--- config.mk ---
export PLATFORM = sky130hd
export DESIGN_NAME = rbcd_dec
export DESIGN_NICKNAME = d
export VERILOG_FILES = /design/src/rbcd_pkg.sv /design/src/rbcd_dec.sv
export SDC_FILE = /design/constraint.sdc
export NUM_CORES = 1
export LEC_CHECK = 0
export BUFFER_PORTS_ARGS = -buffer_cell sky130_fd_sc_hd__buf_4
export CAP_MARGIN = 20
export CORE_AREA = 2 2 133 167
export CTS_CLUSTER_DIAMETER = 150
export DETAILED_ROUTE_END_ITERATION = 16
export DIE_AREA = 0 0 135 169
export PLACE_DENSITY = 0.83
export SETUP_SLACK_MARGIN = 0.05
export SLEW_MARGIN = 20
export SYNTH_ARGS = -nofsm -noshare
export SYNTH_HDL_FRONTEND = slang
export SYNTH_SLANG_ARGS = --single-unit
--- constraint.sdc ---
create_clock -name clock -period 8.5 [get_ports clock]
set_input_delay 1.275 -clock clock [delete_from_list [all_inputs] [get_ports clock]]
set_output_delay 1.275 -clock clock [all_outputs]
set_load 0.01 [all_outputs]
--- src/rbcd_pkg.sv ---
package rbcd_pkg;

   // Field widths
   localparam int MS_IN_W   = 27;
   localparam int MS_OUT_W  = 28;
   localparam int TIME_IN_W = 23;
   localparam int TIME_W    = 22;
   localparam int DATE_W    = 24;
   localparam int DIV_W     = 16;
   localparam int CNT_W     = 15;
   localparam int SUBS_W    = 10;

   // Register stages from request to the core outputs; one more for the result register
   localparam int CORE_STAGES = 7;

   // Reset values of the control registers
   localparam logic [DIV_W-1:0] DIVIDER_RESET = 16'd256;
   localparam logic             SUBS_EN_RESET = 1'b1;

   // Exact reciprocals: floor(n / d) == (n * RECIP) >> SHIFT over the used range
   localparam logic [30:0] RECIP_1000 = 31'd1099511628;   // shift 40, n < 2^27
   localparam logic [20:0] RECIP_3600 = 21'd1193047;      // shift 32, n < 2^18
   localparam logic [26:0] RECIP_60   = 27'd71582789;     // shift 32, n < 2^18
   localparam logic [15:0] RECIP_10   = 16'd205;          // shift 11, n < 1024

   // Millisecond weights of the BCD time digits
   localparam logic [MS_OUT_W-1:0] MS_HOUR_TENS = 28'd36000000;
   localparam logic [MS_OUT_W-1:0] MS_HOUR      = 28'd3600000;
   localparam logic [MS_OUT_W-1:0] MS_MIN_TENS  = 28'd600000;
   localparam logic [MS_OUT_W-1:0] MS_MIN       = 28'd60000;
   localparam logic [MS_OUT_W-1:0] MS_SEC_TENS  = 28'd10000;
   localparam logic [MS_OUT_W-1:0] MS_SEC       = 28'd1000;

   typedef enum logic [0:0] {
      CSR_DIVIDER = 1'b0,
      CSR_SUBS_EN = 1'b1
   } csr_index_type;

   typedef struct packed {
      logic [DIV_W-1:0] divider;
      logic             subs_en;
   } csr_type;

   typedef struct packed {
      logic [MS_OUT_W-1:0] ms_base;
      logic [7:0]          year;
      logic [4:0]          month;
      logic [5:0]          day;
      logic [2:0]          weekday;
   } dec_rec_type;

endpackage

--- src/rbcd_dec.sv ---
module rbcd_dec (
   input  logic                 clock,
   input  logic [21:0]          time_word,
   input  logic [23:0]          date_word,
   output rbcd_pkg::dec_rec_type rec
);
   import rbcd_pkg::*;

   localparam int REC_DLY = CORE_STAGES - 2;

   // Stage 1: weight the time digits, decode the date fields
   logic [MS_OUT_W-1:0] hr_part_in, min_part_in, sec_part_in;
   logic [MS_OUT_W-1:0] hr_part_ff, min_part_ff, sec_part_ff;
   logic [7:0]          year_in, year_ff;
   logic [4:0]          month_in, month_ff;
   logic [5:0]          day_in, day_ff;
   logic [2:0]          wk_ff;

   always_comb begin
      hr_part_in  = 28'(time_word[21:20]) * MS_HOUR_TENS
                  + 28'(time_word[19:16]) * MS_HOUR;
      min_part_in = 28'(time_word[14:12]) * MS_MIN_TENS
                  + 28'(time_word[11:8]) * MS_MIN;
      sec_part_in = 28'(time_word[6:4]) * MS_SEC_TENS
                  + 28'(time_word[3:0]) * MS_SEC;
      year_in  = 8'(date_word[23:20]) * 8'd10 + 8'(date_word[19:16]);
      month_in = 5'(date_word[12]) * 5'd10 + 5'(date_word[11:8]);
      day_in   = 6'(date_word[5:4]) * 6'd10 + 6'(date_word[3:0]);
   end

   // Stage 2: total the time parts
   dec_rec_type rec2_in, rec2_ff;

   always_comb begin
      rec2_in.ms_base = hr_part_ff + min_part_ff + sec_part_ff;
      rec2_in.year    = year_ff;
      rec2_in.month   = month_ff;
      rec2_in.day     = day_ff;
      rec2_in.weekday = wk_ff;
   end

   dec_rec_type rec_dly_ff [REC_DLY];

   always_ff @(posedge clock) begin
      hr_part_ff  <= hr_part_in;
      min_part_ff <= min_part_in;
      sec_part_ff <= sec_part_in;
      year_ff     <= year_in;
      month_ff    <= month_in;
      day_ff      <= day_in;
      wk_ff       <= date_word[15:13];
      rec2_ff     <= rec2_in;

      // Align to the core output stage
      rec_dly_ff[0] <= rec2_ff;
      for (int i = 1; i < REC_DLY; i++) begin
         rec_dly_ff[i] <= rec_dly_ff[i-1];
      end
   end

   assign rec = rec_dly_ff[REC_DLY-1];

endmodule

==> qor.yml <==
outcome: "complete, no violations"
crit_type: "in2reg"
via_count_of_the_first_global_routing_pass: 7970
holdPathEnd: "rec_dly_ff[0][229]$_DFF_P_"
dp.cells: 1442
report.final.slew_viol_count: 0
numClockSinks: 359
ctsLongestPathBuffers: 3
critPathMaxFanout: 4
timing.critical_path.arrival_ns: 5.35
coreArea_sq_mm: 0.0213
worst_setup_path_end_kind: "flop"
drt-total-wl_mm: 21.7
timing_hold_violations_final: 0
worst_r2r_endpoint: "rec2_ff[45]$_DFF_P_"
min_delay_path_depth: 0
synthArstFlopShare_pct: 0
min_period_over_period_pct: 58.0
drt-pass1-iter-count: 4
syn_inst_count: 1125
dp.final_hpwl_mm: 15.2
synth.distinct_cells: 56
final.min_clock_period_ns: 4.93
die_area_sq_mm: 0.0228
grt.overflow.total: 0
ctsHoldBuffers: 0
syn2layout_area_growth_pct: 12.3
syn_avg_cell_area_sq_um: 11.9
portion_of_the_post_synthesis_area_used_by_sequential_elements_pct: 53.5
clk_transition_reported_paths_ns: 0.07
grt_pass1_wl_mm: 36.5
cts_resized: 0
root_buffer: "sky130_fd_sc_hd__clkbuf_16"
crit_required_ns: 8.92
maxUsedRoutingLayer: "met4"
min-delay-path-class: "reg2reg"
antenna_found_initial: 0
avgRoutedWirePerCell_um: 14.5
die_y_um: 169
place.gp.congestion: 0.869
drive_gt1_share_pct: 12.5
via_cell_ratio: 5.08
yosys_most_used_dff: "sky130_fd_sc_hd__dfxtp_1"
layoutNonFillerInstCount: 1497
drc_errors: 0
total_power_w: 0.00600
postLayoutSetupSlackWorst_ns: 3.57
synth-seq-cells: 359
power_leakage_nw: 6.99
final_antenna_net_count: 0
synth.yosys.warnings: 0
grt_usage_pct: 19.5
final.setup_skew_ns: 0.0120
cts_tree: "done"
rsz0062_at_grt: "false"
m1WireLength_mm: 8.82
route.vias.total: 7605
initialDrtViolationCount: 352
portBuffers: 89
final_core_util_pct: 70.7
max-cap-violations: 0
timing.fmax_mhz: 203
die_width_um: 135
tns_ns: 0
design.final.nets: 1430
timing.rr.start: "hr_part_ff[7]$_DFF_P_"
worst_pin_slew_ns: 0.665
ir_worst_vdd_v: 0.000239
setup_violations: 0
clock_insertion_delay_worst_skew_ns: 0.53
powerDensity_mw_per_mm2: 398
rr_worst_depth: 10
cts_buffers: 30
num_antenna_cells: 0
boundaryPins: 97
reg2reg_setup_slack_ns: 5.15
post_cts_buffers: 0
detailroute.wirelength.met2_mm: 11.7
cts-htree-levels: 1
start_util_pct: 63.0
met3_length_um: 762
holdCritStartpoint: "rec_dly_ff[0][179]$_DFF_P_"
rows: 60
maxSlewHeadroom_pct: 55.1
largest_net_degree_at_the_start_of_global_routing: 17
post-place-ws_ns: 3.05
synth-edff-count: 0
mappedNetlistArea_sq_mm: 0.0134
worstSetupStartpointType: "input port"
worst max-delay path by stage:
stage / slack [ns] / end / from
2_1_floorplan: 3.49 / hr_part_ff[27]$_DFF_P_ / time_word[17]
3_3_place_gp: 3.06 / hr_part_ff[27]$_DFF_P_ / time_word[17]
3_5_place_dp: 3.05 / hr_part_ff[27]$_DFF_P_ / time_word[17]
4_1_cts: 3.59 / hr_part_ff[27]$_DFF_P_ / time_word[17]
5_1_grt: 3.23 / hr_part_ff[27]$_DFF_P_ / time_word[17]
6_report: 3.57 / hr_part_ff[27]$_DFF_P_ / time_word[17]
sequential cells by signal, indices dropped and copies added, names as in the netlist:
signal and flops:
day_ff 6, hr_part_ff 21, min_part_ff 19, month_ff 5, rec2_ff 47, rec_dly_ff 235, sec_part_ff 15, wk_ff 3
year_ff 8
metrics by stage:
step	cell area [sq um]	hold slack, ns
2_1_floorplan	13400	0.310
3_3_place_gp	14100	0.310
3_5_place_dp	14100	0.312
4_1_cts	15100	0.323
5_1_grt	15100	0.326
6_report	15100	0.320
cell usage after synthesis, types with 2 or more instances:
library cell	count	area [sq um]
sky130_fd_sc_hd__and2_1	7	43.8
sky130_fd_sc_hd__buf_4	50	375
sky130_fd_sc_hd__a31o_2	3	26.3
sky130_fd_sc_hd__a21oi_1	57	285
sky130_fd_sc_hd__ha_1	146	1830
sky130_fd_sc_hd__a211oi_1	4	30.0
sky130_fd_sc_hd__o21bai_1	15	113
sky130_fd_sc_hd__dfxtp_1	359	7190
sky130_fd_sc_hd__o21ai_0	34	170
sky130_fd_sc_hd__xor2_1	34	298
sky130_fd_sc_hd__xnor2_1	69	604
sky130_fd_sc_hd__o211ai_1	5	37.5
sky130_fd_sc_hd__or2_2	4	25.0
sky130_fd_sc_hd__nor2b_1	10	62.6
sky130_fd_sc_hd__nor3_1	15	75.1
sky130_fd_sc_hd__a21o_1	28	210
sky130_fd_sc_hd__nand4_1	3	18.8
sky130_fd_sc_hd__nand2_1	29	109
sky130_fd_sc_hd__nand2b_1	6	37.5
sky130_fd_sc_hd__and4_1	2	17.5
sky130_fd_sc_hd__buf_2	2	10.0
sky130_fd_sc_hd__nor4_1	2	12.5
sky130_fd_sc_hd__or3_1	4	25.0
sky130_fd_sc_hd__inv_1	71	267
sky130_fd_sc_hd__fa_1	42	841
sky130_fd_sc_hd__a41oi_1	5	43.8
sky130_fd_sc_hd__a21boi_0	3	22.5
sky130_fd_sc_hd__nor2_1	55	206
sky130_fd_sc_hd__and3_1	5	31.3
sky130_fd_sc_hd__a31oi_1	5	31.3
sky130_fd_sc_hd__nand3_1	9	45.0
sky130_fd_sc_hd__a211o_1	5	43.8
sky130_fd_sc_hd__o21a_1	13	97.6
sky130_fd_sc_hd__a22oi_1	2	15.0
critical path, stage by stage:
cell,delay [ns]
sky130_fd_sc_hd__buf_4,0.14
sky130_fd_sc_hd__ha_1,0.34
sky130_fd_sc_hd__fa_1,0.54
sky130_fd_sc_hd__ha_1,0.32
sky130_fd_sc_hd__a21oi_1,0.18
sky130_fd_sc_hd__nor2b_1,0.07
sky130_fd_sc_hd__nor2_1,0.19
sky130_fd_sc_hd__o21bai_1,0.09
sky130_fd_sc_hd__a21oi_1,0.17
sky130_fd_sc_hd__xnor2_1,0.14
sky130_fd_sc_hd__ha_1,0.29
sky130_fd_sc_hd__a21oi_1,0.25
sky130_fd_sc_hd__o21ai_0,0.19
sky130_fd_sc_hd__a2111oi_2,0.36
sky130_fd_sc_hd__nor2_1,0.11
sky130_fd_sc_hd__or2_1,0.24
sky130_fd_sc_hd__a31o_2,0.23
sky130_fd_sc_hd__a41oi_1,0.18
sky130_fd_sc_hd__nor2b_1,0.06
area by class of cell:
| type | instances | area [sq um] |
|---|---|---|
| sequential | 359 | 7190 |
| fill | 1419 | 6240 |
| multi-input combinational | 644 | 5600 |
| clock buffer | 44 | 915 |
| timing repair buffer | 89 | 668 |
| tap | 279 | 349 |
| inverter | 71 | 267 |
| clock inverter | 11 | 96.3 |
layer usage:
layer / track usage, % / up-vias
met3: 2.73 / 34
met5: 0 / -
met1: 22.0 / 3559
met2: 38.0 / 150
li1: - / 3862
met4: 5.43 / 0
placed cells by master (no fill, tap or decap), drive strengths merged, types with 4 or more instances in the layout:
cell type	count
dfxtp	359
ha	146
buf	89
inv	74
xnor2	69
a21oi	58
nor2	55
clkbuf	44
fa	42
o21ai	35
xor2	34
nand2	29
a21o	29
nor3	15
o21bai	15
o21a	13
nor2b	10
nand3	9
and2	7
nand2b	6
clkinv	6
a31oi	5
a211o	5
and3	5
o211ai	5
a41oi	5
or2	5
a211oi	4
or3	4
power by group:
group	leakage, nW	total (W)	switching [W]	internal [W]
logic	3.46	0.00221	0.00121	0.000999
registers	3.02	0.00243	0.000170	0.00226
clock network	0.504	0.00136	0.000583	0.000780
cells by family after synthesis:
kind of cell    count (synthesis)  share of synthesized area [%]
flops                         359                           53.5
compound gates                194                           9.44
fa+ha+maj                     188                           19.9
simple gates                  155                           5.52
buf+inv                       124                           4.88
xor+xnor                      103                           6.71
other cells                     1                         0.0279
mux                             1                         0.0745
Note: power is estimated with default switching activity, not from simulation.
