**src/rbcd_pkg.sv**
```systemverilog
package rbcd_pkg;

   // Field widths
   localparam int MS_IN_W   = 27;
   localparam int MS_OUT_W  = 28;
   localparam int TIME_IN_W = 23;
   localparam int TIME_W    = 22;
   localparam int DATE_W    = 24;
   localparam int DIV_W     = 16;
   localparam int CNT_W     = 15;
   localparam int SUBS_W    = 10;

   // Register stages from request to the core outputs; one more for the result register
   localparam int CORE_STAGES = 7;

   // Reset values of the control registers
   localparam logic [DIV_W-1:0] DIVIDER_RESET = 16'd256;
   localparam logic             SUBS_EN_RESET = 1'b1;

   // Exact reciprocals: floor(n / d) == (n * RECIP) >> SHIFT over the used range
   localparam logic [30:0] RECIP_1000 = 31'd1099511628;   // shift 40, n < 2^27
   localparam logic [20:0] RECIP_3600 = 21'd1193047;      // shift 32, n < 2^18
   localparam logic [26:0] RECIP_60   = 27'd71582789;     // shift 32, n < 2^18
   localparam logic [15:0] RECIP_10   = 16'd205;          // shift 11, n < 1024

   // Millisecond weights of the BCD time digits
   localparam logic [MS_OUT_W-1:0] MS_HOUR_TENS = 28'd36000000;
   localparam logic [MS_OUT_W-1:0] MS_HOUR      = 28'd3600000;
   localparam logic [MS_OUT_W-1:0] MS_MIN_TENS  = 28'd600000;
   localparam logic [MS_OUT_W-1:0] MS_MIN       = 28'd60000;
   localparam logic [MS_OUT_W-1:0] MS_SEC_TENS  = 28'd10000;
   localparam logic [MS_OUT_W-1:0] MS_SEC       = 28'd1000;

   typedef enum logic [0:0] {
      CSR_DIVIDER = 1'b0,
      CSR_SUBS_EN = 1'b1
   } csr_index_type;

   typedef struct packed {
      logic [DIV_W-1:0] divider;
      logic             subs_en;
   } csr_type;

   typedef struct packed {
      logic [MS_OUT_W-1:0] ms_base;
      logic [7:0]          year;
      logic [4:0]          month;
      logic [5:0]          day;
      logic [2:0]          weekday;
   } dec_rec_type;

endpackage

```
**src/rbcd_enc.sv**
```systemverilog
module rbcd_enc (
   input  logic        clock,
   input  logic [26:0] ms_of_day,
   input  logic [7:0]  year,
   input  logic [3:0]  month,
   input  logic [4:0]  day,
   input  logic [2:0]  weekday,
   output logic [21:0] time_word,
   output logic [23:0] date_word
);
   import rbcd_pkg::*;

   localparam int TIME_DLY = CORE_STAGES - 4;
   localparam int DATE_DLY = CORE_STAGES;

   // Tens digit of a value below 256
   function automatic logic [4:0] tens_of(input logic [7:0] v);
      logic [15:0] p;
      p = 16'(v) * RECIP_10;
      return p[15:11];
   endfunction

   // Stage 1: whole seconds of day, date word
   logic [57:0] prod_1000;
   logic [17:0] sec_n1_in, sec_n1_ff;
   logic [4:0]  yr_t;
   logic [7:0]  yr_rem;
   logic [4:0]  yr_tm;
   logic        mo_hi;
   logic [3:0]  mo_u;
   logic [1:0]  dy_t;
   logic [4:0]  dy_rem;
   logic [23:0] date_in;

   always_comb begin
      prod_1000 = 58'(ms_of_day) * 58'(RECIP_1000);
      sec_n1_in = prod_1000[57:40];

      yr_t   = tens_of(year);
      yr_rem = year - 8'(yr_t) * 8'd10;
      if (yr_t >= 5'd20) begin
         yr_tm = yr_t - 5'd20;
      end else if (yr_t >= 5'd10) begin
         yr_tm = yr_t - 5'd10;
      end else begin
         yr_tm = yr_t;
      end

      mo_hi = (month >= 4'd10);
      mo_u  = mo_hi ? (month - 4'd10) : month;

      if (day >= 5'd30) begin
         dy_t = 2'd3;
      end else if (day >= 5'd20) begin
         dy_t = 2'd2;
      end else if (day >= 5'd10) begin
         dy_t = 2'd1;
      end else begin
         dy_t = 2'd0;
      end
      dy_rem = day - 5'(dy_t) * 5'd10;

      date_in = {yr_tm[3:0], yr_rem[3:0], weekday, mo_hi, mo_u, 2'b00, dy_t, dy_rem[3:0]};
   end

   // Stage 2: hours and whole minutes of day
   logic [38:0] prod_3600;
   logic [44:0] prod_60;
   logic [5:0]  hr2_in, hr2_ff;
   logic [11:0] mt2_in, mt2_ff;
   logic [17:0] sec_n2_ff;

   always_comb begin
      prod_3600 = 39'(sec_n1_ff) * 39'(RECIP_3600);
      prod_60   = 45'(sec_n1_ff) * 45'(RECIP_60);
      hr2_in    = prod_3600[37:32];
      mt2_in    = prod_60[43:32];
   end

   // Stage 3: seconds and minutes within their unit
   logic [17:0] sec_full;
   logic [11:0] min_full;
   logic [5:0]  sec3_ff, min3_ff, hr3_ff;

   always_comb begin
      sec_full = sec_n2_ff - 18'(mt2_ff) * 18'd60;
      min_full = mt2_ff - 12'(hr2_ff) * 12'd60;
   end

   // Stage 4: split into BCD digits
   logic [4:0]  sec_t, min_t, hr_t;
   logic [5:0]  sec_u, min_u, hr_u;
   logic [21:0] time4_in, time4_ff;

   always_comb begin
      sec_t = tens_of(8'(sec3_ff));
      min_t = tens_of(8'(min3_ff));
      hr_t  = tens_of(8'(hr3_ff));
      sec_u = sec3_ff - 6'(sec_t) * 6'd10;
      min_u = min3_ff - 6'(min_t) * 6'd10;
      hr_u  = hr3_ff - 6'(hr_t) * 6'd10;
      time4_in = {hr_t[1:0], hr_u[3:0], 1'b0, min_t[2:0], min_u[3:0],
                  1'b0, sec_t[2:0], sec_u[3:0]};
   end

   // Align both words to the core output stage
   logic [21:0] time_dly_ff [TIME_DLY];
   logic [23:0] date_dly_ff [DATE_DLY];

   always_ff @(posedge clock) begin
      sec_n1_ff <= sec_n1_in;
      hr2_ff    <= hr2_in;
      mt2_ff    <= mt2_in;
      sec_n2_ff <= sec_n1_ff;
      sec3_ff   <= sec_full[5:0];
      min3_ff   <= min_full[5:0];
      hr3_ff    <= hr2_ff;
      time4_ff  <= time4_in;

      time_dly_ff[0] <= time4_ff;
      for (int i = 1; i < TIME_DLY; i++) begin
         time_dly_ff[i] <= time_dly_ff[i-1];
      end
      date_dly_ff[0] <= date_in;
      for (int i = 1; i < DATE_DLY; i++) begin
         date_dly_ff[i] <= date_dly_ff[i-1];
      end
   end

   assign time_word = time_dly_ff[TIME_DLY-1];
   assign date_word = date_dly_ff[DATE_DLY-1];

endmodule

```
**config.mk**
```make
export PLATFORM = sky130hd
export DESIGN_NAME = rbcd_enc
export DESIGN_NICKNAME = d
export VERILOG_FILES = /design/src/rbcd_pkg.sv /design/src/rbcd_enc.sv
export SDC_FILE = /design/constraint.sdc
export NUM_CORES = 1
export LEC_CHECK = 0
export ABC_AREA = 1
export BUFFER_PORTS_ARGS = -buffer_cell sky130_fd_sc_hd__buf_2
export CAP_MARGIN = 20
export CORE_MARGIN = 8
export CORE_UTILIZATION = 50
export CTS_BUF_LIST = sky130_fd_sc_hd__clkbuf_16
export CTS_CLUSTER_SIZE = 8
export DETAILED_ROUTE_END_ITERATION = 16
export PLACE_DENSITY = 0.69
export SYNTH_ARGS = -nofsm -noshare
export SYNTH_HDL_FRONTEND = slang
export SYNTH_SLANG_ARGS = --single-unit
```
**constraint.sdc**
```tcl
create_clock -name clock -period 5.6 [get_ports clock]
set_clock_uncertainty 0.1 [all_clocks]
set_input_delay 0.28 -clock clock [delete_from_list [all_inputs] [get_ports clock]]
set_output_delay 0.28 -clock clock [all_outputs]
set_load 0.05 [all_outputs]
```
==> impl_metrics.py <==
metrics = {
    "synth": {
        "netlist_instances": 3437,
        "synth_top_area_share_pct": 26.8,
        "synth_area_um2": 31700,
        "ys_seq_elements": 288,
        "ys_warn_count": 0,
        "synth_top_flop_cell": "dfxtp_1",
        "synth_most_common_cell": "inv_1",
        "syn_avg_cell_area_um2": 9.21,
        "synth_edf_count": 0,
        "synth-seq-area-share_pct": 18.2,
        "async_reset_ff_share_pct": 0,
        "netlist_top_cells_count": "926 x inv_1, 674 x ha_1, 424 x fa_1",
        "synth_largest_area_cell": "fa_1",
        "synth_cell_types": 45,
        "synth_area_leaders": "fa_1 27%, ha_1 27%, dfxtp_1 18%",
    },
    "clocking": {
        "cts_tree": "yes",
        "cts_max_path_buffers": 3,
        "cts-root-buf": "clkbuf_16",
        "cts_max_level": 2,
        "clock_latency_ns": 0.56,
        "cts_sinks": 288,
        "path_clk_slew_ns": 0.06,
        "cts_buffers": 42,
    },
    "route": {
        "drt-initial-drc-count": 1049,
        "vias": 22400,
        "routed_wl_mm": 74.3,
        "first_pass_iters": 5,
        "vias_per_cell": 4.89,
        "wl_per_cell_um": 16.2,
        "ant_nets": 0,
        "drcViolationCount": 0,
    },
    "global_route": {
        "grt_pass1_wl_mm": 122,
        "antenna_found_initial": 0,
        "gr-total-overflow": 0,
        "grt_pass1_vias": 24200,
        "grt_max_degree": 15,
        "track_usage_pct": 21.4,
    },
    "place": {
        "place_hpwl_mm": 66.0,
        "place_area_um2": 34300,
        "io_buffers": 89,
        "place.gp.congestion": 0.938,
    },
    "finish": {
        "drive_gt1_share_pct": 9.28,
        "fill_cells": 5684,
        "area_growth_pct": 12.4,
        "diodes": 0,
        "seqCellArea_um2": 5770,
        "nNetsFinal": 4882,
        "stdcell_area_um2": 35600,
        "multi_input_area_um2": 22200,
    },
    "timing": {
        "finalSetupViolations": 0,
        "finalCritPeriodShare_pct": 95.5,
        "rsz0062_at_grt": "false",
        "worst_pin_slew_ns": 0.487,
        "final_hold_viol_count": 0,
        "max_freq_mhz": 187,
        "fin_crit_ns": 5.35,
        "max_slew_margin_pct": 67.2,
        "finalMaxSlewViolations": 0,
    },
    "floorplan": {
        "start_util_pct": 50.4,
        "rows": 92,
        "io_pins": 94,
        "die_area_um2": 71600,
        "fp.dieH_um": 268,
        "chipWidth_um": 268,
        "core_area_um2": 62900,
    },
    "worst_hold_path": {
        "hold_class": "register to register",
    },
    "setup_path": {
        "startpoint_type": "register",
        "crit_path_end_kind": "register",
        "crit_required_ns": 5.93,
        "cp_max_fo": 3,
        "crit_type": "register to register",
        "cp_data_arrival_time_ns": 5.67,
    },
    "run_status": {
        "status": "complete, no violations",
    },
    "flow_run": {
        "maxCapViolCount": 0,
    },
}
metrics by stage:
stage / worst slack, ns / hold slack (ns) / util (%) / TNS (ns) / cells
finish: 0.253 / 0.211 / 56.6 / 0 / 4586
global route: 0.00489 / 0.216 / 56.6 / 0 / 4586
CTS: 0.107 / 0.192 / 56.6 / 0 / 4586
detailed placement: -0.270 / 0.212 / 54.5 / -3.88 / 4519
global placement: -0.245 / 0.210 / 54.5 / -3.09 / 4519
floorplan: 0.194 / 0.208 / - / 0 / 3440
worst max-delay path, cell delays in order (launching register included):
cell and delay [ns]:
dfxtp_1 0.47, fa_1 0.46, inv_1 0.08, fa_1 0.45, fa_1 0.57, inv_1 0.06
fa_1 0.53, fa_1 0.53, fa_1 0.44, ha_1 0.33, a21oi_1 0.37, o21ai_0 0.16
nand2_1 0.08, a21oi_1 0.06, a211oi_1 0.31, nand2_1 0.10, nand2_1 0.06, nand2_1 0.04
path summary, 6_finish.rpt:
kind	start	to	slack, ns	cells past startpoint
max	sec_n1_ff[17]	hr2_ff[1]	0.25	17
min	date_dly_ff[2][12]	date_dly_ff[3][12]	0.21	0
max reg2reg	sec_n1_ff[17]	hr2_ff[1]	0.25	17
min reg2reg	date_dly_ff[2][12]	date_dly_ff[3][12]	0.21	0
cell families (layout without fill, tap and decap cells):
group	count (synthesis)	in the layout	share of synthesized area [%]
xor+xnor	48	48	1.33
other cells	1	4	0.0118
flops	288	288	18.2
buf+inv	955	1255	11.6
simple gates	731	731	9.86
compound gates	316	316	5.50
fa+ha+maj	1098	1098	53.5
area by class of cell:
cell class	instances	area share (%)
Multi-Input combinational cell	2197	62.4
Tap cell	846	2.97
Timing Repair Buffer	277	5.39
Clock buffer	42	2.95
Inverter	930	9.82
Sequential cell	288	16.2
Clock inverter	6	0.214
cells in the final DEF (no fill, tap or decap), types with 4 or more instances in the layout:
| master | n |
|---|---|
| inv_1 | 926 |
| ha_1 | 674 |
| fa_1 | 424 |
| nand2_1 | 381 |
| dfxtp_1 | 285 |
| buf_4 | 168 |
| nor2_1 | 164 |
| a21oi_1 | 152 |
| o21ai_0 | 95 |
| nand3_1 | 90 |
| buf_2 | 89 |
| clkbuf_16 | 42 |
| xor2_1 | 29 |
| nor3_1 | 23 |
| nand4_1 | 21 |
| xnor2_1 | 19 |
| dlygate4sd3_1 | 19 |
| a21o_1 | 17 |
| o21bai_1 | 16 |
| or2_2 | 12 |
| nor4_1 | 8 |
| o21ai_1 | 7 |
| a31oi_1 | 6 |
| nand2_2 | 6 |
| o21a_1 | 5 |
| a21boi_0 | 5 |
| nand3b_1 | 5 |
| o31ai_1 | 4 |
| nand2_4 | 4 |
| conb_1 | 4 |
sequential cells by signal, summed over array words and instances (netlist names), 18 cells and up:
| name | flops |
|---|---|
| sec_n1_ff | 18 |
| date_dly_ff | 154 |
| time4_ff | 20 |
| time_dly_ff | 60 |
layer usage:
layer	global-route usage, %	routed length (µm)	up-vias	part of all wire [%]
li1	-	-	11200	-
met4	6.11	2280	0	3.1
met1	27.4	33500	10700	45
met5	0	0	-	0
met2	37.3	35200	431	47
met3	3.33	3300	128	4.4
timing repair:
item	in CTS	in global routing
buffers inserted	0	0
gates resized for setup	0	7
setup endpoints to repair	0	8
endpoints found under the hold margin	16	0
hold buffers	19	0
Power is not shown: default switching activity piles up to over one toggle a cycle in this logic, so the estimate is an artifact.
