File: config.mk
export PLATFORM = sky130hd
export DESIGN_NAME = rbcd_div
export DESIGN_NICKNAME = d
export VERILOG_FILES = /design/src/rbcd_pkg.sv /design/src/rbcd_div.sv
export SDC_FILE = /design/constraint.sdc
export NUM_CORES = 1
export LEC_CHECK = 0
export CORE_MARGIN = 4
export CORE_UTILIZATION = 44
export DETAILED_ROUTE_END_ITERATION = 10
export DONT_BUFFER_PORTS = 1
export GPL_TIMING_DRIVEN = 0
export PLACE_DENSITY = 0.69
export SLEW_MARGIN = 20
export SYNTH_ARGS = -nofsm -noshare
export SYNTH_HDL_FRONTEND = slang
export SYNTH_SLANG_ARGS = --single-unit
File: constraint.sdc
create_clock -name clock -period 12.8 [get_ports clock]
set_clock_uncertainty 0.1 [all_clocks]
set_input_delay 2.56 -clock clock [delete_from_list [all_inputs] [get_ports clock]]
set_output_delay 2.56 -clock clock [all_outputs]
set_load 0.1 [all_outputs]
File: src/rbcd_pkg.sv
package rbcd_pkg;

   // Field widths
   localparam int MS_IN_W   = 27;
   localparam int MS_OUT_W  = 28;
   localparam int TIME_IN_W = 23;
   localparam int TIME_W    = 22;
   localparam int DATE_W    = 24;
   localparam int DIV_W     = 16;
   localparam int CNT_W     = 15;
   localparam int SUBS_W    = 10;

   // Register stages from request to the core outputs; one more for the result register
   localparam int CORE_STAGES = 7;

   // Reset values of the control registers
   localparam logic [DIV_W-1:0] DIVIDER_RESET = 16'd256;
   localparam logic             SUBS_EN_RESET = 1'b1;

   // Exact reciprocals: floor(n / d) == (n * RECIP) >> SHIFT over the used range
   localparam logic [30:0] RECIP_1000 = 31'd1099511628;   // shift 40, n < 2^27
   localparam logic [20:0] RECIP_3600 = 21'd1193047;      // shift 32, n < 2^18
   localparam logic [26:0] RECIP_60   = 27'd71582789;     // shift 32, n < 2^18
   localparam logic [15:0] RECIP_10   = 16'd205;          // shift 11, n < 1024

   // Millisecond weights of the BCD time digits
   localparam logic [MS_OUT_W-1:0] MS_HOUR_TENS = 28'd36000000;
   localparam logic [MS_OUT_W-1:0] MS_HOUR      = 28'd3600000;
   localparam logic [MS_OUT_W-1:0] MS_MIN_TENS  = 28'd600000;
   localparam logic [MS_OUT_W-1:0] MS_MIN       = 28'd60000;
   localparam logic [MS_OUT_W-1:0] MS_SEC_TENS  = 28'd10000;
   localparam logic [MS_OUT_W-1:0] MS_SEC       = 28'd1000;

   typedef enum logic [0:0] {
      CSR_DIVIDER = 1'b0,
      CSR_SUBS_EN = 1'b1
   } csr_index_type;

   typedef struct packed {
      logic [DIV_W-1:0] divider;
      logic             subs_en;
   } csr_type;

   typedef struct packed {
      logic [MS_OUT_W-1:0] ms_base;
      logic [7:0]          year;
      logic [4:0]          month;
      logic [5:0]          day;
      logic [2:0]          weekday;
   } dec_rec_type;

endpackage

File: src/rbcd_div.sv
module rbcd_div (
   input  logic             clock,
   input  rbcd_pkg::csr_type csr,
   input  logic [14:0]      count,
   output logic [9:0]       subs_ms
);
   import rbcd_pkg::*;

   // Two quotient bits per stage
   localparam int DIV_STAGES = SUBS_W / 2;

   // One restoring step: {quotient bit, new remainder}
   function automatic logic [DIV_W:0] div_step(input logic [DIV_W-1:0] rem,
                                               input logic bit_in,
                                               input logic [DIV_W-1:0] dvs);
      logic [DIV_W:0] sh;
      sh = {rem, bit_in};
      if (sh >= {1'b0, dvs}) begin
         return {1'b1, DIV_W'(sh - {1'b0, dvs})};
      end else begin
         return {1'b0, sh[DIV_W-1:0]};
      end
   endfunction

   // Stage 1: remaining prescaler ticks, qualify the count
   logic             ok1_in, ok1_ff;
   logic [DIV_W-1:0] ticks_in, ticks_ff;

   always_comb begin
      ok1_in   = csr.subs_en && (csr.divider != '0) && ({1'b0, count} < csr.divider);
      ticks_in = csr.divider - 16'd1 - 16'(count);
   end

   // Stage 2: scale to milliseconds and seed the divider
   logic [25:0] dvd;

   assign dvd = 26'(ticks_ff) * 26'd1000;

   // Divider stages, quotient below 1000 so the top dividend bits start below the divisor
   logic [DIV_W-1:0]  rem_ff [DIV_STAGES+1];
   logic [SUBS_W-1:0] low_ff [DIV_STAGES+1];
   logic [SUBS_W-1:0] quo_ff [DIV_STAGES+1];
   logic              ok_ff  [DIV_STAGES+1];
   logic [DIV_W-1:0]  rem_in [DIV_STAGES];
   logic [SUBS_W-1:0] low_in [DIV_STAGES];
   logic [SUBS_W-1:0] quo_in [DIV_STAGES];

   always_comb begin
      logic [DIV_W:0] step_a;
      logic [DIV_W:0] step_b;
      for (int j = 0; j < DIV_STAGES; j++) begin
         step_a    = div_step(rem_ff[j], low_ff[j][SUBS_W-1], csr.divider);
         step_b    = div_step(step_a[DIV_W-1:0], low_ff[j][SUBS_W-2], csr.divider);
         rem_in[j] = step_b[DIV_W-1:0];
         low_in[j] = {low_ff[j][SUBS_W-3:0], 2'b00};
         quo_in[j] = {quo_ff[j][SUBS_W-3:0], step_a[DIV_W], step_b[DIV_W]};
      end
   end

   always_ff @(posedge clock) begin
      ok1_ff   <= ok1_in;
      ticks_ff <= ticks_in;

      rem_ff[0] <= dvd[25:SUBS_W];
      low_ff[0] <= dvd[SUBS_W-1:0];
      quo_ff[0] <= '0;
      ok_ff[0]  <= ok1_ff;
      for (int j = 0; j < DIV_STAGES; j++) begin
         rem_ff[j+1] <= rem_in[j];
         low_ff[j+1] <= low_in[j];
         quo_ff[j+1] <= quo_in[j];
         ok_ff[j+1]  <= ok_ff[j];
      end
   end

   // Drop the fraction when disabled or the count is out of range
   assign subs_ms = ok_ff[DIV_STAGES] ? quo_ff[DIV_STAGES] : '0;

endmodule

==> results of run 1 <==
[cell type report]
| class | count | area (µm²) |
|---|---|---|
| well taps | 448 | 561 |
| flip-flops and latches | 149 | 2980 |
| plain buffers | 22 | 123 |
| inverters | 171 | 642 |
| clock inverters | 14 | 139 |
| fillers | 3192 | 17400 |
| multi-input cells | 1326 | 11300 |
| clock buffers | 18 | 439 |
[logic make-up after synthesis]
group,Yosys count,synth area share
fa+ha+maj,306,0.286
xor+xnor,144,0.0838
buf+inv,193,0.0508
compound gates,421,0.184
flops,149,0.198
mux,101,0.0784
simple gates,354,0.118
[per-layer routing]
layer,part of all wire,routed length [µm],vias up,track usage
met3,0.045,1680,79,0.0340
met4,0.030,1110,0,0.0667
met1,0.46,17000,5748,0.264
met5,0,0,-,0
li1,-,-,5968,-
met2,0.47,17300,282,0.334
[through the flow]
step | util | hold slack [ns]
floorplan | - | 0.210
global placement | 0.464 | 0.211
detailed placement | 0.464 | 0.212
CTS | 0.482 | 0.227
global route | 0.482 | 0.230
finish | 0.482 | 0.227
[sequential cells by signal, summed over array words and instances, names as in the netlist]
signal	flops
ok_ff	6
rem_ff	80
low_ff	16
quo_ff	30
ok1_ff	1
ticks_ff	16
[worst max-delay path, delay by kind of cell]
kind | cells | cell delay [ns]
simple gates | 3 | 0.43
fa+ha+maj | 2 | 0.68
mux | 1 | 0.31
buf+inv | 4 | 1.36
compound gates | 12 | 3.04
[worst max-delay path by stage]
stage | startpoint | to | slack, ns | cells past startpoint
2_1_floorplan | csr[2] | rem_ff[4][10] | 5.02 | 22
3_3_place_gp | csr[2] | rem_ff[4][13] | 4.23 | 22
3_5_place_dp | csr[2] | rem_ff[4][9] | 4.18 | 22
4_1_cts | csr[2] | rem_ff[4][9] | 4.57 | 22
5_1_grt | csr[2] | rem_ff[4][9] | 4.13 | 22
6_report | csr[2] | rem_ff[4][9] | 4.58 | 22
[cell usage in the layout (no fill, tap or decap), types with 7 or more instances in the layout]
cell type  count
ha_1         242
inv_1        171
dfxtp_1      149
a21oi_1      143
nor2_1       108
xnor2_1      103
mux2_2        79
fa_1          64
a21o_1        56
o21ai_0       56
nand2_1       51
xor2_1        41
nor3_1        41
o21a_1        31
nor2b_1       25
nand4_1       24
o21bai_1      20
and2_1        19
nand2b_1      17
clkbuf_16     17
nand3_1       15
a31oi_1       14
mux2_4        14
nor4_1        12
a211oi_1      11
buf_2         11
or2_2         11
o211ai_1       8
o31ai_1        8
mux2i_1        8
clkbuf_1       7
o21ai_1        7
and3_1         7
==> metrics.txt, run 1 <==
run status finished clean; Die Y 193 µm; Final nets around 2000; DRC Markers 0; Synth top cells by count ha_1 (242), inv_1 (171), dfxtp_1 (149), a21oi_1 (143), nor2_1 (108); Syn Inst Count around 1700; CP Launch Type primary input; max frequency 122 MHz; Register-to-Register Path Depth 21; first-pass GRT wire length a little under 60000 µm; minimum clock period roughly 8.2 ns; slew margin rel. 0.313; Area after DPL around 16000 µm²; row count between 60 and 70; antenna diode count 0; hold_sp low_ff[0][4]; PnR worst setup slack around 4.6 ns; post-synth net total around 2000; Final setup viols 0; RSZ-0062 raised after global routing no; CTS HTree Levels 4; Seq/Total Area, Yosys 0.198; Remaining Overflow, GRT 0; design area 16200 µm²; Critical Path, Cell by Cell inv_1 -> ha_1 -> nor2b_1 -> o211ai_1 -> a32oi_1 -> o21ai_2 -> a21oi_1 -> a2111o_1 -> buf_2 -> buf_2 -> a21oi_1 -> ha_1 -> nor2b_1 -> o211ai_2 -> a31oi_1 -> o21a_1 -> a221o_1 -> a31oi_1 -> nor2b_1 -> a211oi_4 -> buf_6 -> mux2_4; layout cell share with drive strength beyond 1 0.101; r2r setup slk roughly 7.2 ns; gp weighted congestion 0.884; Crit path top cell by count nor2b_1; Vias/cell between 5 and 6; reg2reg end rem_ff[4][9]; hold buffer count at CTS 0; share of the synthesized area in the top cell type 0.201; worst hold path depth 0; Crit path required time roughly 13 ns; DP Cell Count roughly 2100; drt pass-1 iters 5; total die area 37200 µm²; Fin. Hold Viols 0; top-count cell post-synth ha_1; initial cell density of the core 0.448; post-route ant nets 0; WHS Endpoint low_ff[1][6]; Vias approximately 12000; global router's overall resource usage 0.200; dpl ws 4.18 ns; Seq cells post-synth roughly 150; Synth area leader ha_1; worst flop-to-flop path startpoint rem_ff[3][0]; post-CTS sizing 0; CTS tree built; worst-skew pair later-pin latency 0.44 ns; die width roughly 190 µm; Worst EP arrival 8.44 ns; vias in the first global route 11700; Post-synth ARST share 0; Most used DFF post-synth dfxtp_1; MaxCap Viol Count 0; Post-CTS Setup Inserts 0; Worst path max stage delay ~0.7 ns; initial antenna violation count 0; largest net degree at the start of global routing 21; CTS Sinks 149; Slew Limit Fails 0; worst slew pin tran around 1.0 ns; Setup CP Type primary input to flop; Slowest cell on crit path inv_1; I/O pin cnt 43; Core Area roughly 34000 µm²; synthesized area per cell roughly 9 µm²; final worst-path cycle share 0.642; synthesized area 15100 µm²; top cells by area, synth ha_1 (20%), dfxtp_1 (20%), fa_1 (8.5%); drt first-iter violations between 600 and 700; total negative setup slack 0 ns; Layout area overhead 7.56%; I/O Buffers 0; cts bufs inserted 17; Routed WL between 30000 and 40000 µm; Ys Warns 0; Worst Path Max Fanout 20; post-synth cell types 75; Avg WL per Cell approximately 17 µm; Worst-path clk slew 0.06 ns; final cell count without fillers 2148; Post-synth EDFFs 0; Root Buffer clkbuf_16; hold crit path type flop to flop; CP Capture Type flop; hpwl dp ~29000 µm; Max clock buf depth 2
Power of run 1 is not shown: default switching activity piles up to over one toggle a cycle in this logic, so the estimate is an artifact.
==> inputs of run 2 (changes only) <==
--- a/config.mk
+++ b/config.mk
@@ -5,6 +5,7 @@
 export SDC_FILE = /design/constraint.sdc
 export NUM_CORES = 1
 export LEC_CHECK = 0
+export ABC_AREA = 1
 export CORE_MARGIN = 4
 export CORE_UTILIZATION = 44
 export DETAILED_ROUTE_END_ITERATION = 10
==> constraint.sdc (replaced) <==
create_clock -name clock -period 8.6 [get_ports clock]
set_clock_uncertainty 0.1 [all_clocks]
set_input_delay 1.72 -clock clock [delete_from_list [all_inputs] [get_ports clock]]
set_output_delay 1.72 -clock clock [all_outputs]
set_load 0.1 [all_outputs]
==> run 2 against run 1 <==
Critical path depth increased by 2. Hold slack worse by 0.0021 ns. First-iteration DRC count is 49% higher. Cell area increased by 12%. Worst setup slack worse by 1.9 ns. Utilization is 0.14 points lower. Clock-buffer cell count grew 2. Non-clock buffer count up 5. Synthesized cell count grew 50%. Sequential share of layout area is 2.0 points lower. Flip-flop and latch count did not move. Cell count up 41%. Critical path type unchanged. Largest cell class unchanged.
==> metrics.txt, run 2 <==
Post-synth EDFFs 0 (unchanged); most frequent cells in the layout nand2_1 (774), inv_1 (348), ha_1 (242), nand3_1 (195), a21oi_1 (159) (was ha_1 (242), inv_1 (171), dfxtp_1 (149), a21oi_1 (143), nor2_1 (108)); met3 usage 0.0294 (was 0.0340); Root Buffer clkbuf_16 (unchanged); share of the synthesized area in the top cell type 0.179 (was 0.201); Critical Path, Cell by Cell clkinv_1 -> ha_1 -> nand2_1 -> nor2_1 -> nand2_1 -> nor2_1 -> nand2_1 -> nand2_1 -> nor2_2 -> nand2_4 -> inv_2 -> buf_2 -> nand2_1 -> o21ai_1 -> ha_1 -> a21oi_1 -> and2_1 -> nand2_1 -> nand4_1 -> nand2_1 -> nand2_2 -> buf_1 -> nand3_1 -> nand2_1 (was inv_1 -> ha_1 -> nor2b_1 -> o211ai_1 -> a32oi_1 -> o21ai_2 -> a21oi_1 -> a2111o_1 -> buf_2 -> buf_2 -> a21oi_1 -> ha_1 -> nor2b_1 -> o211ai_2 -> a31oi_1 -> o21a_1 -> a221o_1 -> a31oi_1 -> nor2b_1 -> a211oi_4 -> buf_6 -> mux2_4); Synth area leader ha_1 (unchanged); hpwl dp 37900 µm (was 29000 µm); CTS HTree Levels 4 (unchanged); I/O pin cnt 43 (unchanged); synthesized area per cell 6.79 µm² (was 9.02 µm²); Max clock buf depth 2 (unchanged); post-route ant nets 0 (unchanged); worst hold path depth 0 (unchanged); Routed WL 47800 µm (was 37100 µm); total die area 41700 µm² (was 37200 µm²); post-synth net total 2833 (was 2007); Seq/Total Area, Yosys 0.176 (was 0.198); Register Area 2980 µm² (unchanged); Worst-path clk slew 0.06 ns (about the same); hold crit path type flop to flop (unchanged); critical path depth 24 (was 22); drt pass-1 iters 8 (was 5); global router's overall resource usage 0.231 (was 0.200); max frequency between 150 and 200 MHz; synthesized area 16900 µm² (was 15100 µm²); largest net degree at the start of global routing 20 (was 21); top-count cell post-synth nand2_1 (was ha_1); Most used DFF post-synth dfxtp_1 (unchanged); cts bufs inserted 17 (unchanged); CP Capture Type flop (unchanged); Worst Path Max Fanout 19 (was 20); commonest non-fill, non-tap cell in the layout nand2_1 (was ha_1); Vias/cell 5.22 (was 5.62); run status finished clean (unchanged); Avg WL per Cell 15.7 µm (was 17.3 µm); Post-CTS Setup Inserts 0 (unchanged); worst-skew pair later-pin latency 0.44 ns (about the same); CP Launch Type primary input (unchanged); Vias 15800 (was 12100); gp weighted congestion 0.954 (was 0.884); DRC Markers 0 (unchanged); initial cell density of the core 0.448 (about the same); Crit path top cell by count nand2_1 (was nor2b_1); Register-to-Register Path Depth 16 (was 21); minimum clock period between 5 and 6 ns; Slew Limit Fails 0 (unchanged); CTS tree built (unchanged); Multi-input gate area 12400 µm² (was 11300 µm²); RSZ-0062 raised after global routing no (unchanged); biggest regs rem_ff: 80 flops, quo_ff: 30 flops (unchanged); post-CTS sizing 0 (unchanged); Ys Warns 0 (unchanged); antenna diode count 0 (unchanged); Post-synth ARST share 0 (unchanged); Fin. Hold Viols 0 (unchanged); Remaining Overflow, GRT 0 (unchanged); Reg with most FFs rem_ff (unchanged); Final setup viols 0 (unchanged); Fill cells 3939 (was 3192); row count 71 (was 67); initial antenna violation count 0 (unchanged); die width 204 µm (was 193 µm); Crit path required time 8.87 ns (was 13.02 ns); post-synth cell types 50 (was 75); Core Area 37800 µm² (was 33600 µm²); Die Y 204 µm (was 193 µm); Final nets 2852 (was 2026); drt first-iter violations 1018 (was 683); total negative setup slack 0 ns (unchanged); top cells by area, synth ha_1 (18%), dfxtp_1 (18%), nand2_1 (17%) (was ha_1 (20%), dfxtp_1 (20%), fa_1 (8.5%)); Worst EP arrival 6.20 ns (was 8.44 ns); grt peak-use layer met2 (unchanged); hold buffer count at CTS 0 (unchanged); met2 Use GR 0.380 (was 0.334); Setup CP Type primary input to flop (unchanged); layout cell share with drive strength beyond 1 0.0530 (was 0.101); Bufs and invs on worst path 4 (unchanged); slew margin rel. 0.196 (was 0.313); final worst-path cycle share 0.689; CP delay by family, top simple AND/OR/NAND/NOR gates (was compound AO/OA/AOI/OAI gates); CTS Sinks 149 (unchanged); worst slew pin tran 1.21 ns (was 1.04 ns); max FFs per register 80 (unchanged); vias in the first global route 15300 (was 11700); first-pass GRT wire length 77600 µm (was 59100 µm); met1 global-route usage 0.313 (was 0.264); Synth top cells by count nand2_1 (774), inv_1 (349), ha_1 (242), nand3_1 (195), a21oi_1 (159) (was ha_1 (242), inv_1 (171), dfxtp_1 (149), a21oi_1 (143), nor2_1 (108)); I/O Buffers 0 (unchanged); Syn Inst Count 2494 (was 1668); Worst path max stage delay 0.73 ns (was 0.69 ns); Slowest cell on crit path clkinv_1 (was inv_1); Layout area overhead 7.27% (was 7.56%); Seq cells post-synth 149 (unchanged); MaxCap Viol Count 0 (unchanged)
[run 2: changes by cell type after synthesis, sizes merged, moves of 28 or more]
cell / change
inv: +187
mux2: -93
o21a: -28
nand2: +746
xor2: +31
a21o: -46
xnor2: -61
nand3: +191
[run 2: final timing paths]
kind | start | to | slack, ns
setup / recovery | csr[2] | rem_ff[1][15] | 2.67
hold / removal | low_ff[0][3] | low_ff[1][5] | 0.22
setup reg to reg | ticks_ff[8] | rem_ff[0][13] | 4.22
hold reg to reg | low_ff[0][3] | low_ff[1][5] | 0.22
[run 2: worst register-to-register path: cells and delay by family (launching register included)]
family          cells  cell delay, ns
fa+ha+maj           5            2.45
compound gates      2            0.46
flops               1            0.44
simple gates        4            0.37
buf+inv             4            0.33
xor+xnor            1            0.16
[run 2: kinds of logic (layout without fill, tap and decap cells)]
logic type,after synthesis,after routing,synth area share
and+or+nand+nor,1249,1249,0.326
DFF,149,149,0.176
adders and majority gates,306,306,0.254
AOI/OAI and AO/OA,290,290,0.0934
buffers and inverters,386,418,0.0917
xor gates and xnor gates,114,114,0.0589
[run 2: cell type report]
type,count,share of cell area
flip-flops and latches,149,0.164
clock inverters,12,0.00854
inverters,359,0.0741
plain buffers,27,0.0114
multi-input cells,1959,0.683
well taps,511,0.0352
clock buffers,20,0.0240
[run 2: layer usage]
metal / vias up / share of wire
li1: 8104 / -
met1: 7292 / 0.46
met2: 368 / 0.46
met3: 78 / 0.046
met4: 0 / 0.029
met5: - / 0
[run 2: per-stage QoR]
step	hold WS, ns	std cells	setup WS, ns	cell area [µm²]	util
4_1_cts	0.222	3037	2.77	18200	0.480
3_5_place_dp	0.212	3005	2.30	17600	0.465
2_1_floorplan	0.210	2494	3.48	16900	-
3_3_place_gp	0.210	3005	2.32	17600	0.465
5_1_grt	0.230	3037	2.21	18200	0.480
6_report	0.225	3037	2.67	18200	0.480
Power of run 2 is left out for the same reason.
